File: src/rtl/nhd_pkg.sv
// shared types and constants for the normalized histogram distance block
package nhd_pkg;

    localparam int COUNT_W     = 16;
    localparam int CFG_W       = 8;
    localparam int Q_W         = 17;
    localparam int BINS_FLOOR  = 2;
    localparam logic [CFG_W-1:0] BINS_RESET = 8'd100;

    typedef struct packed {
        logic mul_sel;
        logic x_load;
        logic acc_clr;
        logic acc_en;
        logic first_bin;
        logic fin;
    } t_acc_ctl;

endpackage

File: src/rtl/nhd_mul_acc.sv
// shared multiplier, min/max compare and area accumulators
module nhd_mul_acc #(
    parameter int SUM_W  = 23,
    parameter int AREA_W = 47
) (
    input  logic                         i_clk,
    input  nhd_pkg::t_acc_ctl            i_ctl,
    input  logic [nhd_pkg::COUNT_W-1:0]  i_count_a,
    input  logic [nhd_pkg::COUNT_W-1:0]  i_count_b,
    input  logic [SUM_W-1:0]             i_sum_a,
    input  logic [SUM_W-1:0]             i_sum_b,
    output logic [AREA_W-1:0]            o_area_min,
    output logic [AREA_W-1:0]            o_area_max
);
    import nhd_pkg::*;

    localparam int PROD_W = COUNT_W + SUM_W;
    localparam int ACC_W  = AREA_W - 1;

    logic [SUM_W-1:0]   da;
    logic [SUM_W-1:0]   db;
    logic [COUNT_W-1:0] mul_a;
    logic [SUM_W-1:0]   mul_b;
    logic [PROD_W-1:0]  lo;
    logic [PROD_W-1:0]  hi;

    logic [PROD_W-1:0]  r_prod;
    logic [PROD_W-1:0]  r_x;
    logic [ACC_W-1:0]   r_smin;
    logic [ACC_W-1:0]   r_smax;
    logic [PROD_W-1:0]  r_fmin;
    logic [PROD_W-1:0]  r_fmax;
    logic [AREA_W-1:0]  r_amin;
    logic [AREA_W-1:0]  r_amax;

    always_comb begin
        da    = (i_sum_a == '0) ? SUM_W'(1) : i_sum_a;
        db    = (i_sum_b == '0) ? SUM_W'(1) : i_sum_b;
        mul_a = i_ctl.mul_sel ? i_count_b : i_count_a;
        mul_b = i_ctl.mul_sel ? da : db;
        lo    = (r_x <= r_prod) ? r_x : r_prod;
        hi    = (r_x <= r_prod) ? r_prod : r_x;
    end

    always_ff @(posedge i_clk) begin
        r_prod <= PROD_W'(mul_a) * PROD_W'(mul_b);
        if (i_ctl.x_load) begin
            r_x <= r_prod;
        end
        if (i_ctl.acc_clr) begin
            r_smin <= '0;
            r_smax <= '0;
        end else if (i_ctl.acc_en) begin
            r_smin <= r_smin + ACC_W'(lo);
            r_smax <= r_smax + ACC_W'(hi);
        end
        if (i_ctl.acc_en && i_ctl.first_bin) begin
            r_fmin <= lo;
            r_fmax <= hi;
        end
        // trapezoid sum with zero bin appended: 2*sum - v[0]
        if (i_ctl.fin) begin
            r_amin <= {r_smin, 1'b0} - AREA_W'(r_fmin);
            r_amax <= {r_smax, 1'b0} - AREA_W'(r_fmax);
        end
    end

    assign o_area_min = r_amin;
    assign o_area_max = r_amax;

endmodule

File: config.mk
export PLATFORM = sky130hd
export DESIGN_NAME = nhd_mul_acc
export DESIGN_NICKNAME = d
export VERILOG_FILES = /design/src/rtl/nhd_pkg.sv /design/src/rtl/nhd_mul_acc.sv
export SDC_FILE = /design/constraint.sdc
export NUM_CORES = 2
export LEC_CHECK = 0
export BUFFER_PORTS_ARGS = -buffer_cell sky130_fd_sc_hd__buf_2
export CORE_MARGIN = 2
export CORE_UTILIZATION = 50
export DETAILED_ROUTE_END_ITERATION = 10
export GPL_ROUTABILITY_DRIVEN = 1
export PLACE_DENSITY = 0.73
export REMOVE_ABC_BUFFERS = 1
export SLEW_MARGIN = 20
export SYNTH_ARGS = -nofsm -noshare
export SYNTH_HDL_FRONTEND = slang
export SYNTH_SLANG_ARGS = --single-unit
File: constraint.sdc
create_clock -name i_clk -period 9.7 [get_ports i_clk]
set_clock_uncertainty 0.05 [all_clocks]
set_input_delay 1.455 -clock i_clk [delete_from_list [all_inputs] [get_ports i_clk]]
set_output_delay 1.455 -clock i_clk [all_outputs]
set_load 0.1 [all_outputs]
==> flow_metrics.py <==
metrics = {
    "drt": {
        "viasPerCell": 5.66,
        "drtIter0Drc": 1881,
        "wirelength_um": 82800,
        "vias": 26500,
        "final_antenna_net_count": 0,
        "wire_per_inst_um": 17.7,
        "detailedRoute.firstPassIterationCount": 5,
        "remaining_drc_errors": 0,
    },
    "floorplanning": {
        "fp-row-count": 95,
        "core-area_um2": 67200,
        "die_w_um": 264,
        "fp.dieArea_um2": 69900,
        "start_util_pct": 50.5,
        "die_height_um": 264,
        "io_pins": 179,
    },
    "clock_network": {
        "number_of_buffers_added_by_the_clock_tree_synthesis_step": 35,
        "cts_tree": "built",
        "cts_h_tree_depth": 2,
        "ctsHoldBuffers": 0,
        "clkSinkCount": 342,
        "cts_max_path_buffers": 3,
        "post-cts-setup-buffers": 0,
        "clkSlewWorstSetupHoldPaths_ns": 0.06,
        "clk_root_buffer_cell": "sky130_fd_sc_hd__clkbuf_16",
        "clkLatencyLatePin_ns": 0.53,
        "cts-resized-gates": 0,
    },
    "synth": {
        "synth_simple_gate_area_share_pct": 12.8,
        "synth-seq-cells": 342,
        "yosys.cell_types.count": 74,
        "combinational_family_with_the_most_area_after_synthesis": "adder cells",
        "synth_enable_flop_cells": 211,
        "synth_compound_gate_area_share_pct": 14.2,
        "post_synth_inst_count": 3661,
        "synth.mux.area_fraction_pct": 6.26,
        "avgSynthCellArea_um2": 9.26,
        "synth_warnings": 0,
        "synth_fa_ha_area_share_pct": 28.7,
        "synth_xor_xnor_area_share_pct": 4.70,
        "ys.flop_type": "sky130_fd_sc_hd__edfxtp_1",
        "ys_async_sr_fraction_pct": 0,
        "synth.cell_area_um2": 33900,
        "synth.yosys.seq_area_share_pct": 26.4,
    },
    "layout": {
        "drive_above_1_share_pct": 10.8,
        "finalNonFillerCells": 4681,
        "area.growth.synth_to_final_pct": 8.67,
        "final_net_count": 4466,
        "final_cell_mix": "495 x sky130_fd_sc_hd__inv_1, 353 x sky130_fd_sc_hd__nand2_1, 329 x sky130_fd_sc_hd__nor2_1, 304 x sky130_fd_sc_hd__ha_1, 296 x sky130_fd_sc_hd__fa_1",
        "layout.cells.most_common": "sky130_fd_sc_hd__inv_1",
        "nFillCells": 5951,
    },
    "placed_design": {
        "placed_cells": 4617,
        "io_buffer_count": 178,
        "finalWeightedCongestion": 0.950,
        "dp.final_hpwl_um": 66700,
    },
    "timing": {
        "maxSlewViolCount": 0,
        "timing.max_slew.rel_slack_pct": 29.7,
        "unrepaired_setup_endpoints_after_global_routing": "false",
        "post-route-period-util_pct": 85.6,
        "worst_pin_slew_ns": 1.05,
        "finalWorstPathRequiredPeriod_ns": 8.30,
        "final_hold_viol_count": 0,
        "max_freq_mhz": 120,
        "setup_total_negative_slack_ns": 0,
        "setup_viol_count_final": 0,
    },
    "critical_path": {
        "timing.critical_path.arrival_ns": 8.71,
        "crit_path_max_fanout": 43,
        "setup.worst_path.end_class": "register",
        "critical_path_buf_inv_count": 6,
        "timing.reg2reg.worst_path_depth": 21,
        "cp.depth": 24,
        "worstPathRequired_ns": 10.11,
        "critical_path_cell_by_cell": "buf_4 > buf_4 > mux2i_1 > nor2_1 > fa_1 > inv_1 > fa_1 > inv_1 > fa_1 > fa_1 > fa_1 > inv_1 > fa_1 > inv_1 > ha_1 > a21o_1 > a21o_1 > a21o_1 > or2_2 > o21a_1 > a2111oi_1 > o31ai_1 > a21oi_1 > xnor2_1",
        "critical_path.startpoint_type": "input pin",
        "critical_path.most_common_cell": "sky130_fd_sc_hd__fa_1",
        "timing.critical_path.slowest_cell_delay_ns": 0.64,
        "worst-setup-path-type": "input pin to register",
        "cpLargestDelayFamily": "adder cells",
        "critical_path_slowest_stage_cell": "sky130_fd_sc_hd__a2111oi_1",
    },
    "outcome": {
        "run_status": "complete, no violations",
    },
    "global_route": {
        "grt_antenna_before_repair": 1,
        "grt_first_pass_wirelength_um": 134000,
        "grt_max_degree": 79,
        "grt_overflow": 0,
        "globalRouteTotalUtil_pct": 23.6,
        "vias_in_the_first_global_route": 25800,
    },
    "run": {
        "drv_cap": 0,
    },
    "min_path": {
        "min_path_type": "register to register",
        "whs_path_depth": 0,
    },
}
==> flip-flops by register name, summed over array words and instances (netlist names) <==
| signal | cells |
|---|---|
| o_area_min | 47 |
| r_smin | 46 |
| r_fmax | 39 |
| r_prod | 39 |
| r_fmin | 39 |
| o_area_max | 47 |
| r_x | 39 |
| r_smax | 46 |
==> synthesized netlist by cell type (all sizes together) (25+ instances only) <==
master | count | share of area, %
a21o | 130 | 2.9
nor3 | 40 | 0.59
nand3 | 59 | 0.87
o21bai | 40 | 0.89
o21ai | 118 | 1.7
a31oi | 30 | 0.55
nor2 | 330 | 3.7
nand4 | 33 | 0.61
a21oi | 221 | 3.3
nand2b | 25 | 0.46
xor2 | 59 | 1.5
xnor2 | 123 | 3.2
dfxtp | 131 | 7.7
mux2 | 120 | 4.0
ha | 304 | 11
mux2i | 77 | 2.3
clkbuf | 108 | 1.2
and3 | 29 | 0.54
a211oi | 46 | 1.0
nand2 | 353 | 3.9
edfxtp | 211 | 19
fa | 296 | 17
inv | 495 | 5.5
==> cell families after synthesis <==
family | Yosys count
xor+xnor | 182
fa+ha+maj | 600
flops | 342
mux | 197
buf+inv | 622
compound gates | 741
simple gates | 977
==> stage by stage <==
stage	utilization [%]	setup slack, ns	cell area (um^2)	hold WS [ns]
6_report	54.9	1.40	36800	0.430
5_1_grt	54.9	1.09	36800	0.442
4_1_cts	54.8	1.50	36800	0.434
3_5_place_dp	53.1	0.959	35700	0.417
3_3_place_gp	53.1	1.00	35700	0.415
2_1_floorplan	-	1.57	33400	0.393
==> worst paths after layout <==
path	to	slack, ns	startpoint
min reg2reg	r_x[22]	0.43	r_prod[22]
max	r_prod[34]	1.40	i_ctl[5]
max reg2reg	r_smax[45]	2.88	r_x[21]
min	r_x[22]	0.43	r_prod[22]
==> metal layers <==
metal / track usage (%) / routed length, um
met5: 0 / 0
met1: 32.0 / 36500
met4: 8.11 / 2850
met2: 39.4 / 38200
met3: 2.78 / 5340
==> cell type report <==
class	count	area (um^2)	area share, %
well taps	873	1090	2.96
repair buffers	209	1130	3.08
multi-input cells	2697	22600	61.4
inverters	496	1860	5.05
clock buffers	44	983	2.67
clock inverters	19	180	0.489
diodes	1	2.50	0.00679
flip-flops and latches	342	8960	24.3
Power is not shown: default switching activity piles up to over one toggle a cycle in this logic, so the estimate is an artifact.
