[config.mk]
export PLATFORM = sky130hd
export DESIGN_NAME = nhd_div
export DESIGN_NICKNAME = d
export VERILOG_FILES = /design/src/rtl/nhd_pkg.sv /design/src/rtl/nhd_div.sv
export SDC_FILE = /design/constraint.sdc
export NUM_CORES = 1
export LEC_CHECK = 0
export ABC_AREA = 1
export BUFFER_PORTS_ARGS = -buffer_cell sky130_fd_sc_hd__buf_2
export CAP_MARGIN = 20
export CORE_MARGIN = 1
export CORE_UTILIZATION = 54
export DETAILED_ROUTE_END_ITERATION = 6
export HOLD_SLACK_MARGIN = 0.03
export PLACE_DENSITY = 0.76
export SLEW_MARGIN = 20
export SYNTH_ARGS = -nofsm -noshare
export SYNTH_HDL_FRONTEND = slang
export SYNTH_SLANG_ARGS = --single-unit
[constraint.sdc]
create_clock -name i_clk -period 2.98 [get_ports i_clk]
set_clock_uncertainty 0.05 [all_clocks]
set_input_delay 0.596 -clock i_clk [delete_from_list [all_inputs] [get_ports i_clk]]
set_output_delay 0.596 -clock i_clk [all_outputs]
set_load 0.03 [all_outputs]
[src/rtl/nhd_pkg.sv]
// shared types and constants for the normalized histogram distance block
package nhd_pkg;

    localparam int COUNT_W     = 16;
    localparam int CFG_W       = 8;
    localparam int Q_W         = 17;
    localparam int BINS_FLOOR  = 2;
    localparam logic [CFG_W-1:0] BINS_RESET = 8'd100;

    typedef struct packed {
        logic mul_sel;
        logic x_load;
        logic acc_clr;
        logic acc_en;
        logic first_bin;
        logic fin;
    } t_acc_ctl;

endpackage

[src/rtl/nhd_div.sv]
// serial restoring divider giving floor(num * 2^16 / den) for num <= den
module nhd_div #(
    parameter int AREA_W = 47
) (
    input  logic                     i_clk,
    input  logic                     i_rst_n,
    input  logic                     i_start,
    input  logic [AREA_W-1:0]        i_num,
    input  logic [AREA_W-1:0]        i_den,
    output logic                     o_done,
    output logic [nhd_pkg::Q_W-1:0]  o_quot
);
    import nhd_pkg::*;

    localparam int CNT_W = $clog2(Q_W);

    logic [AREA_W:0]    trial;
    logic [AREA_W:0]    diff;
    logic               take;

    logic               r_busy;
    logic               r_done;
    logic [CNT_W-1:0]   r_cnt;
    logic [AREA_W:0]    r_rem;
    logic [AREA_W-1:0]  r_den;
    logic [Q_W-1:0]     r_q;

    always_comb begin
        trial = (r_cnt == '0) ? r_rem : {r_rem[AREA_W-1:0], 1'b0};
        take  = (trial >= {1'b0, r_den});
        diff  = trial - {1'b0, r_den};
    end

    always_ff @(posedge i_clk) begin
        if (!i_rst_n) begin
            r_busy <= 1'b0;
            r_done <= 1'b0;
            r_cnt  <= '0;
        end else begin
            r_done <= 1'b0;
            if (i_start) begin
                r_busy <= 1'b1;
                r_cnt  <= '0;
            end else if (r_busy) begin
                r_cnt <= r_cnt + CNT_W'(1);
                if (r_cnt == CNT_W'(Q_W - 1)) begin
                    r_busy <= 1'b0;
                    r_done <= 1'b1;
                end
            end
        end
    end

    always_ff @(posedge i_clk) begin
        if (i_start) begin
            r_rem <= {1'b0, i_num};
            r_den <= i_den;
            r_q   <= '0;
        end else if (r_busy) begin
            r_rem <= take ? diff : trial;
            r_q   <= {r_q[Q_W-2:0], take};
        end
    end

    assign o_done = r_done;
    assign o_quot = r_q;

    a_start_idle: assert property (@(posedge i_clk) disable iff (!i_rst_n)
        i_start |-> !r_busy)
        else $error("divider started while busy");

    a_rem_below_den: assert property (@(posedge i_clk) disable iff (!i_rst_n)
        (r_busy && r_cnt != '0) |-> (r_rem < {1'b0, r_den}))
        else $error("partial remainder not below divisor");

    a_done_ends_busy: assert property (@(posedge i_clk) disable iff (!i_rst_n)
        o_done |-> !r_busy)
        else $error("done raised while still busy");

endmodule

==> results.yml, run 1 <==
grt:
  grt_max_degree: 96
  grt_pass1_vias: 11700
  overflow: 0
  track_usage: 0.438
  antenna_found_initial: 0
  grt_pass1_wl_mm: 61.5
route:
  antenna_left: 0
  vias: 12200
  drt_iter0_drc: 1518
  wl_met1_mm: 16.2
  met2WireLength_mm: 19.8
  viasPerCell: 5.70
  routedWlPerCell_um: 20.5
  first_pass_iters: 7
  drc: 2
  dr_wl_met3_mm: 5.28
  dr.max_layer_used: "met4"
  wl_mm: 43.8
worst_setup_path:
  start_kind: "flip-flop"
  crit_type: "flip-flop to flip-flop"
  end_kind: "flip-flop"
  cp_max_fo: 7
  critPathArrivalTime_ns: 3.62
  worstPathRequired_ns: 3.11
yosys:
  async_flop_share: 0
  avgSynthCellArea_sq_um: 6.50
  synthDistinctLibCells: 39
  syn_nets: 1670
  yosys.area.top_type: "edfxtp_1"
  ys_ff_latch: 119
  syn_inst: 1523
  synth_ff_type: "edfxtp_1"
  synthTopCellsByArea: "edfxtp_1 29%, nand2_1 21%, inv_1 12%"
  synth_most_common_cell: "nand2_1"
  synth_warnings: 0
  synth_area_sq_um: 9890
  ys_seq_area_frac: 0.336
  ys_top_cells_by_count: "552 x nand2_1, 309 x inv_1, 122 x nand3_1"
  synth_edf_count: 94
  netlist.area_leader.share: 0.285
flow_run:
  cap_viol_max_count: 0
timing:
  hold_viol: 0
  tns_ns: -20.49
  fmax_mhz: 286
  setup_slack_ns: -0.517
  period_needed_ns: 3.50
  drv_slew: 0
  slew_headroom: 0.629
  finalSetupViolCount: 49
  grt_setup_unrepaired: "yes"
  holdWs_ns: 0.264
  worstMarginPinSlew_ns: 0.556
  post-route-period-util: 1.17
floorplanning:
  dieArea_sq_um: 18900
  initial_core_util: 0.551
  die_width_um: 137
  rows: 49
  fp.coreArea_sq_um: 18000
  die_y_um: 137
  io_pins: 115
placed_design:
  dp_hpwl_mm: 24.8
  gp_congestion: 1.02
  dpl_cell_area_sq_um: 12200
  io_buffers: 114
cts:
  clk_pin_slew_ns: 0.07
  clkSinkCount: 119
  clockBufferDepth: 2
  cts_tree: "done"
  numCtsBuffers: 17
  clock_latency_ns: 0.45
  cts-root-buf: "clkbuf_16"
  htreeDepth: 4
finish:
  utilization: 0.840
  nets: 2044
  multi_input_area_sq_um: 6590
  regArea_sq_um: 3330
  syn2layout_area_growth_pct: 52.5
  n_fill_cell: 1071
  drive_above_1_share: 0.387
  fin_area_sq_um: 15100
  antenna_cells: 0
power:
  leakagePower_uw: 0.00775
  ir_worst_vdd_mv: 0.671
  powerDensity_nw_per_um2: 763
status:
  violations: "DRC, setup timing"
  outcome: "finished, violations left"
hold_path:
  hp-class: "input port to flip-flop"
==> routing by layer <==
| metal | vias up | GRT usage |
|---|---|---|
| li1 | 5505 | - |
| met1 | 5577 | 0.532 |
| met2 | 887 | 0.713 |
| met3 | 227 | 0.110 |
| met4 | 0 | 0.232 |
| met5 | - | 0 |
==> critical path: stages, from the launching register on <==
cell and delay (ns):
dfxtp_2 0.36, inv_2 0.07, ha_4 0.17, nand3_4 0.10, buf_12 0.17, buf_12 0.16, mux2_4 0.35, fa_2 0.40
nand3_2 0.10, nand3_4 0.09, nand2_2 0.10, nand2_4 0.07, nand2_4 0.08, nand2_4 0.07, nand2_4 0.06, nand3b_1 0.12
nand2_4 0.22, buf_12 0.18, nand3b_1 0.08, nand3_1 0.12, nand2_1 0.12
==> timing repair <==
item | CTS | global route
hold buffers | 0 | 0
endpoints found under the setup margin | 49 | 49
buffers inserted | 50 | 18
pin swaps | 69 | 73
gates resized for setup | 245 | 158
gates cloned | 13 | 2
hold endpoints to repair | 0 | 0
==> cell usage in the layout, fill, tap and decap left out, types with 19 or more instances in the layout <==
master / n
inv_1: 299
dfxtp_1: 23
clkbuf_16: 19
a21oi_2: 22
nand2_2: 95
buf_4: 236
edfxtp_1: 94
xnor2_1: 21
ha_1: 21
nor2_2: 31
o21ai_2: 22
nand3_1: 87
nand3b_1: 39
nor2_1: 58
nand3_2: 42
buf_2: 113
ha_4: 28
nand2_1: 447
==> cell type report <==
cell class	instances	area share
well taps	229	0.0190
clock inverters	15	0.0104
flip-flops and latches	119	0.220
repair buffers	393	0.207
inverters	317	0.0789
multi-input cells	1049	0.437
clock buffers	17	0.0282
==> cells by family (layout without fill, tap and decap cells) <==
| family | after synthesis | in the layout | synth area share |
|---|---|---|---|
| buffers and inverters | 355 | 742 | 0.141 |
| AO/OA/AOI/OAI | 106 | 106 | 0.0582 |
| XOR/XNOR | 23 | 23 | 0.0204 |
| adder cells (fa/ha/maj) | 50 | 50 | 0.0640 |
| multiplexers | 1 | 1 | 0.00114 |
| flip-flops | 119 | 119 | 0.336 |
| AND/OR/NAND/NOR | 869 | 869 | 0.379 |
==> worst paths after layout <==
| check | from | end | slack, ns | depth (start not counted) |
|---|---|---|---|---|
| max | r_cnt[1] | r_rem[29] | -0.52 | 20 |
| min | i_den[40] | r_den[40] | 0.26 | 1 |
| min reg2reg | o_quot[7] | o_quot[7] | 0.45 | 2 |
| max reg2reg | r_cnt[1] | r_rem[29] | -0.52 | 20 |
==> flip-flops by register name, indices dropped and copies added (netlist names) <==
| signal | cells |
|---|---|
| r_busy | 1 |
| r_rem | 48 |
| r_den | 47 |
| r_cnt | 5 |
| o_done | 1 |
| o_quot | 17 |
==> power breakdown <==
part	leakage [uW]	total, uW	switching (uW)	internal, uW
combinational	0.00632	7140	3970	3170
clock	0.000283	2160	971	1180
sequential	0.00114	2220	143	2080
==> metrics by stage <==
step / std cells / power [uW] / setup WS, ns
after global routing: 2139 / 12000 / -0.564
after floorplan: 1523 / 5110 / 0.00960
after detailed placement: 2033 / 7150 / -0.434
final: 2139 / 11500 / -0.517
after global placement: 2033 / 7060 / -0.336
after CTS: 2127 / 10300 / -0.292
Power figures use the tool's default switching activity.
==> inputs of run 2 (changes only) <==
--- a/config.mk
+++ b/config.mk
@@ -8,11 +8,12 @@
 export ABC_AREA = 1
 export BUFFER_PORTS_ARGS = -buffer_cell sky130_fd_sc_hd__buf_2
 export CAP_MARGIN = 20
+export CORE_ASPECT_RATIO = 0.75
 export CORE_MARGIN = 1
-export CORE_UTILIZATION = 54
+export CORE_UTILIZATION = 30
 export DETAILED_ROUTE_END_ITERATION = 6
 export HOLD_SLACK_MARGIN = 0.03
-export PLACE_DENSITY = 0.76
+export PLACE_DENSITY = 0.46
 export SLEW_MARGIN = 20
 export SYNTH_ARGS = -nofsm -noshare
 export SYNTH_HDL_FRONTEND = slang
==> constraint.sdc (replaced) <==
create_clock -name i_clk -period 3 [get_ports i_clk]
set_clock_uncertainty 0.05 [all_clocks]
set_input_delay 0.6 -clock i_clk [delete_from_list [all_inputs] [get_ports i_clk]]
set_output_delay 0.6 -clock i_clk [all_outputs]
set_load 0.03 [all_outputs]
==> run 2 against run 1 <==
Against the previous run:
- the flow still finishes with violations (DRC, setup timing)
- die area is 79% higher
- combinational power is 10% lower
- setup slack improved by 0.20 ns
- clock power barely moved
- via count shrank 13%
- global-route usage shrank 22 points
- hold slack hardly changed
- power shrank 6.8%
- largest cell class unchanged
==> results.yml, run 2 (synthesis gave the netlist of run 1 again) <==
status:
  outcome: "finished, violations left"
  violations: "DRC, setup timing"
worst_setup_path:
  critPathArrivalTime_ns: 3.46
  worstPathRequired_ns: 3.15
  start_kind: "flip-flop"
  r2r_setup_slack_ns: -0.31
  crit_type: "flip-flop to flip-flop"
  end_kind: "flip-flop"
  cp_max_fo: 13
timing:
  slew_headroom: 0.523
  setup_slack_ns: -0.313
  post-route-period-util: 1.10
  period_needed_ns: 3.31
  tns_ns: -12.07
  finalSetupViolCount: 49
  grt_setup_unrepaired: "yes"
  drv_slew: 0
  fmax_mhz: 302
  hold_viol: 0
  worstMarginPinSlew_ns: 0.716
grt:
  grt_pass1_wl_mm: 55.1
  track_usage: 0.217
  grt_pass1_vias: 9964
  antenna_found_initial: 0
  grt_max_degree: 96
  overflow: 0
cts:
  clk_pin_slew_ns: 0.07
  cts_tree: "done"
  clock_latency_ns: 0.46
  clockBufferDepth: 2
  postCtsHoldBufs: 0
  htreeDepth: 4
  numCtsBuffers: 17
  clkSinkCount: 119
  cts-root-buf: "clkbuf_16"
finish:
  largest_reg_flops: 48
  final_cell_mix: "461 x nand2_1, 290 x inv_1, 230 x buf_4"
  largest_register: "r_rem"
  syn2layout_area_growth_pct: 52.3
  final_common_cell: "nand2_1"
  antenna_cells: 0
  drive_above_1_share: 0.365
  multi_input_area_sq_um: 6280
  regArea_sq_um: 3330
  nets: 2040
  n_fill_cell: 3416
  fin_area_sq_um: 15100
floorplanning:
  fp.coreArea_sq_um: 32400
  initial_core_util: 0.306
  rows: 57
  io_pins: 115
  die_y_um: 159
  dieArea_sq_um: 33700
  die_width_um: 212
route:
  wl_mm: 38.8
  routedWlPerCell_um: 16.5
  antenna_left: 0
  viasPerCell: 4.53
  drt_iter0_drc: 677
  first_pass_iters: 7
  drc: 2
  vias: 10600
power:
  leakagePower_uw: 0.00764
  p_total_uw: 10700
  ir_worst_vdd_mv: 0.363
  powerDensity_nw_per_um2: 713
hold_path:
  hp-class: "input port to flip-flop"
placed_design:
  dpl_cell_area_sq_um: 12600
  io_buffers: 114
  dp_hpwl_mm: 27.3
  gp_congestion: 0.936
  pre_cts_ws_ns: -0.290
flow_run:
  cap_viol_max_count: 0
run 2: cell types whose count changed in the layout (fill, tap and decap cells not counted), sizes merged:
cell,change
buf,-13
bufinv,-1
clkbuf,+10
clkinv,-1
clkinvlp,-2
inv,+3
run 2: cell type report:
type                       count  area share
timing repair buffer         389       0.208
clock buffer                  18      0.0299
inverter                     317      0.0790
sequential                   119       0.221
multi-input combinational   1049       0.417
tap                          442      0.0367
clock inverter                14     0.00930
run 2: worst max-delay path, cell delays in order, from the launching register on:
cell	delay [ns]
dfxtp_2	0.32
inv_2	0.07
ha_4	0.14
nand3_4	0.11
buf_12	0.16
buf_12	0.14
mux2_4	0.32
fa_2	0.36
nand3_2	0.10
nand3_4	0.10
nand2_2	0.09
nand2_2	0.07
nand2_2	0.08
nand2_4	0.06
nand2_2	0.07
nand3b_1	0.11
nand2_4	0.22
clkbuf_16	0.24
nand3b_1	0.09
nand3_1	0.08
nand2_1	0.05
run 2: layer usage:
metal | global-route usage | wire [um]
met1 | 0.338 | 21000
met2 | 0.305 | 15600
met3 | 0.0383 | 1800
met4 | 0.0461 | 427
met5 | 0 | 0
run 2: final timing paths:
check,startpoint,end,cells after the start
max reg2reg,r_cnt[1],r_rem[19],20
min reg2reg,o_quot[0],o_quot[0],2
min,i_den[45],r_den[45],1
max,r_cnt[1],r_rem[19],20
run 2: report_power, final:
| group | total (uW) | switching (uW) | internal [uW] |
|---|---|---|---|
| Clock | 2140 | 982 | 1160 |
| Combinational | 6420 | 3510 | 2900 |
| Sequential | 2180 | 115 | 2060 |
| Total | 10700 | 4610 | 6130 |
run 2: metrics by stage:
stage          hold WS, ns  instances  utilization
6_report             0.264       2348        0.465
2_1_floorplan        0.428       1523            -
3_3_place_gp         0.419       2262        0.389
5_1_grt              0.238       2348        0.465
4_1_cts              0.243       2302        0.414
3_5_place_dp         0.424       2262        0.389
run 2: what timing repair did:
action | CTS | global route
resized for setup | 32 | 320
endpoints found under the hold margin | 0 | 0
pin swaps | 4 | 81
setup buffers | 4 | 35
cloned | 4 | 14
endpoints found under the setup margin | 49 | 49
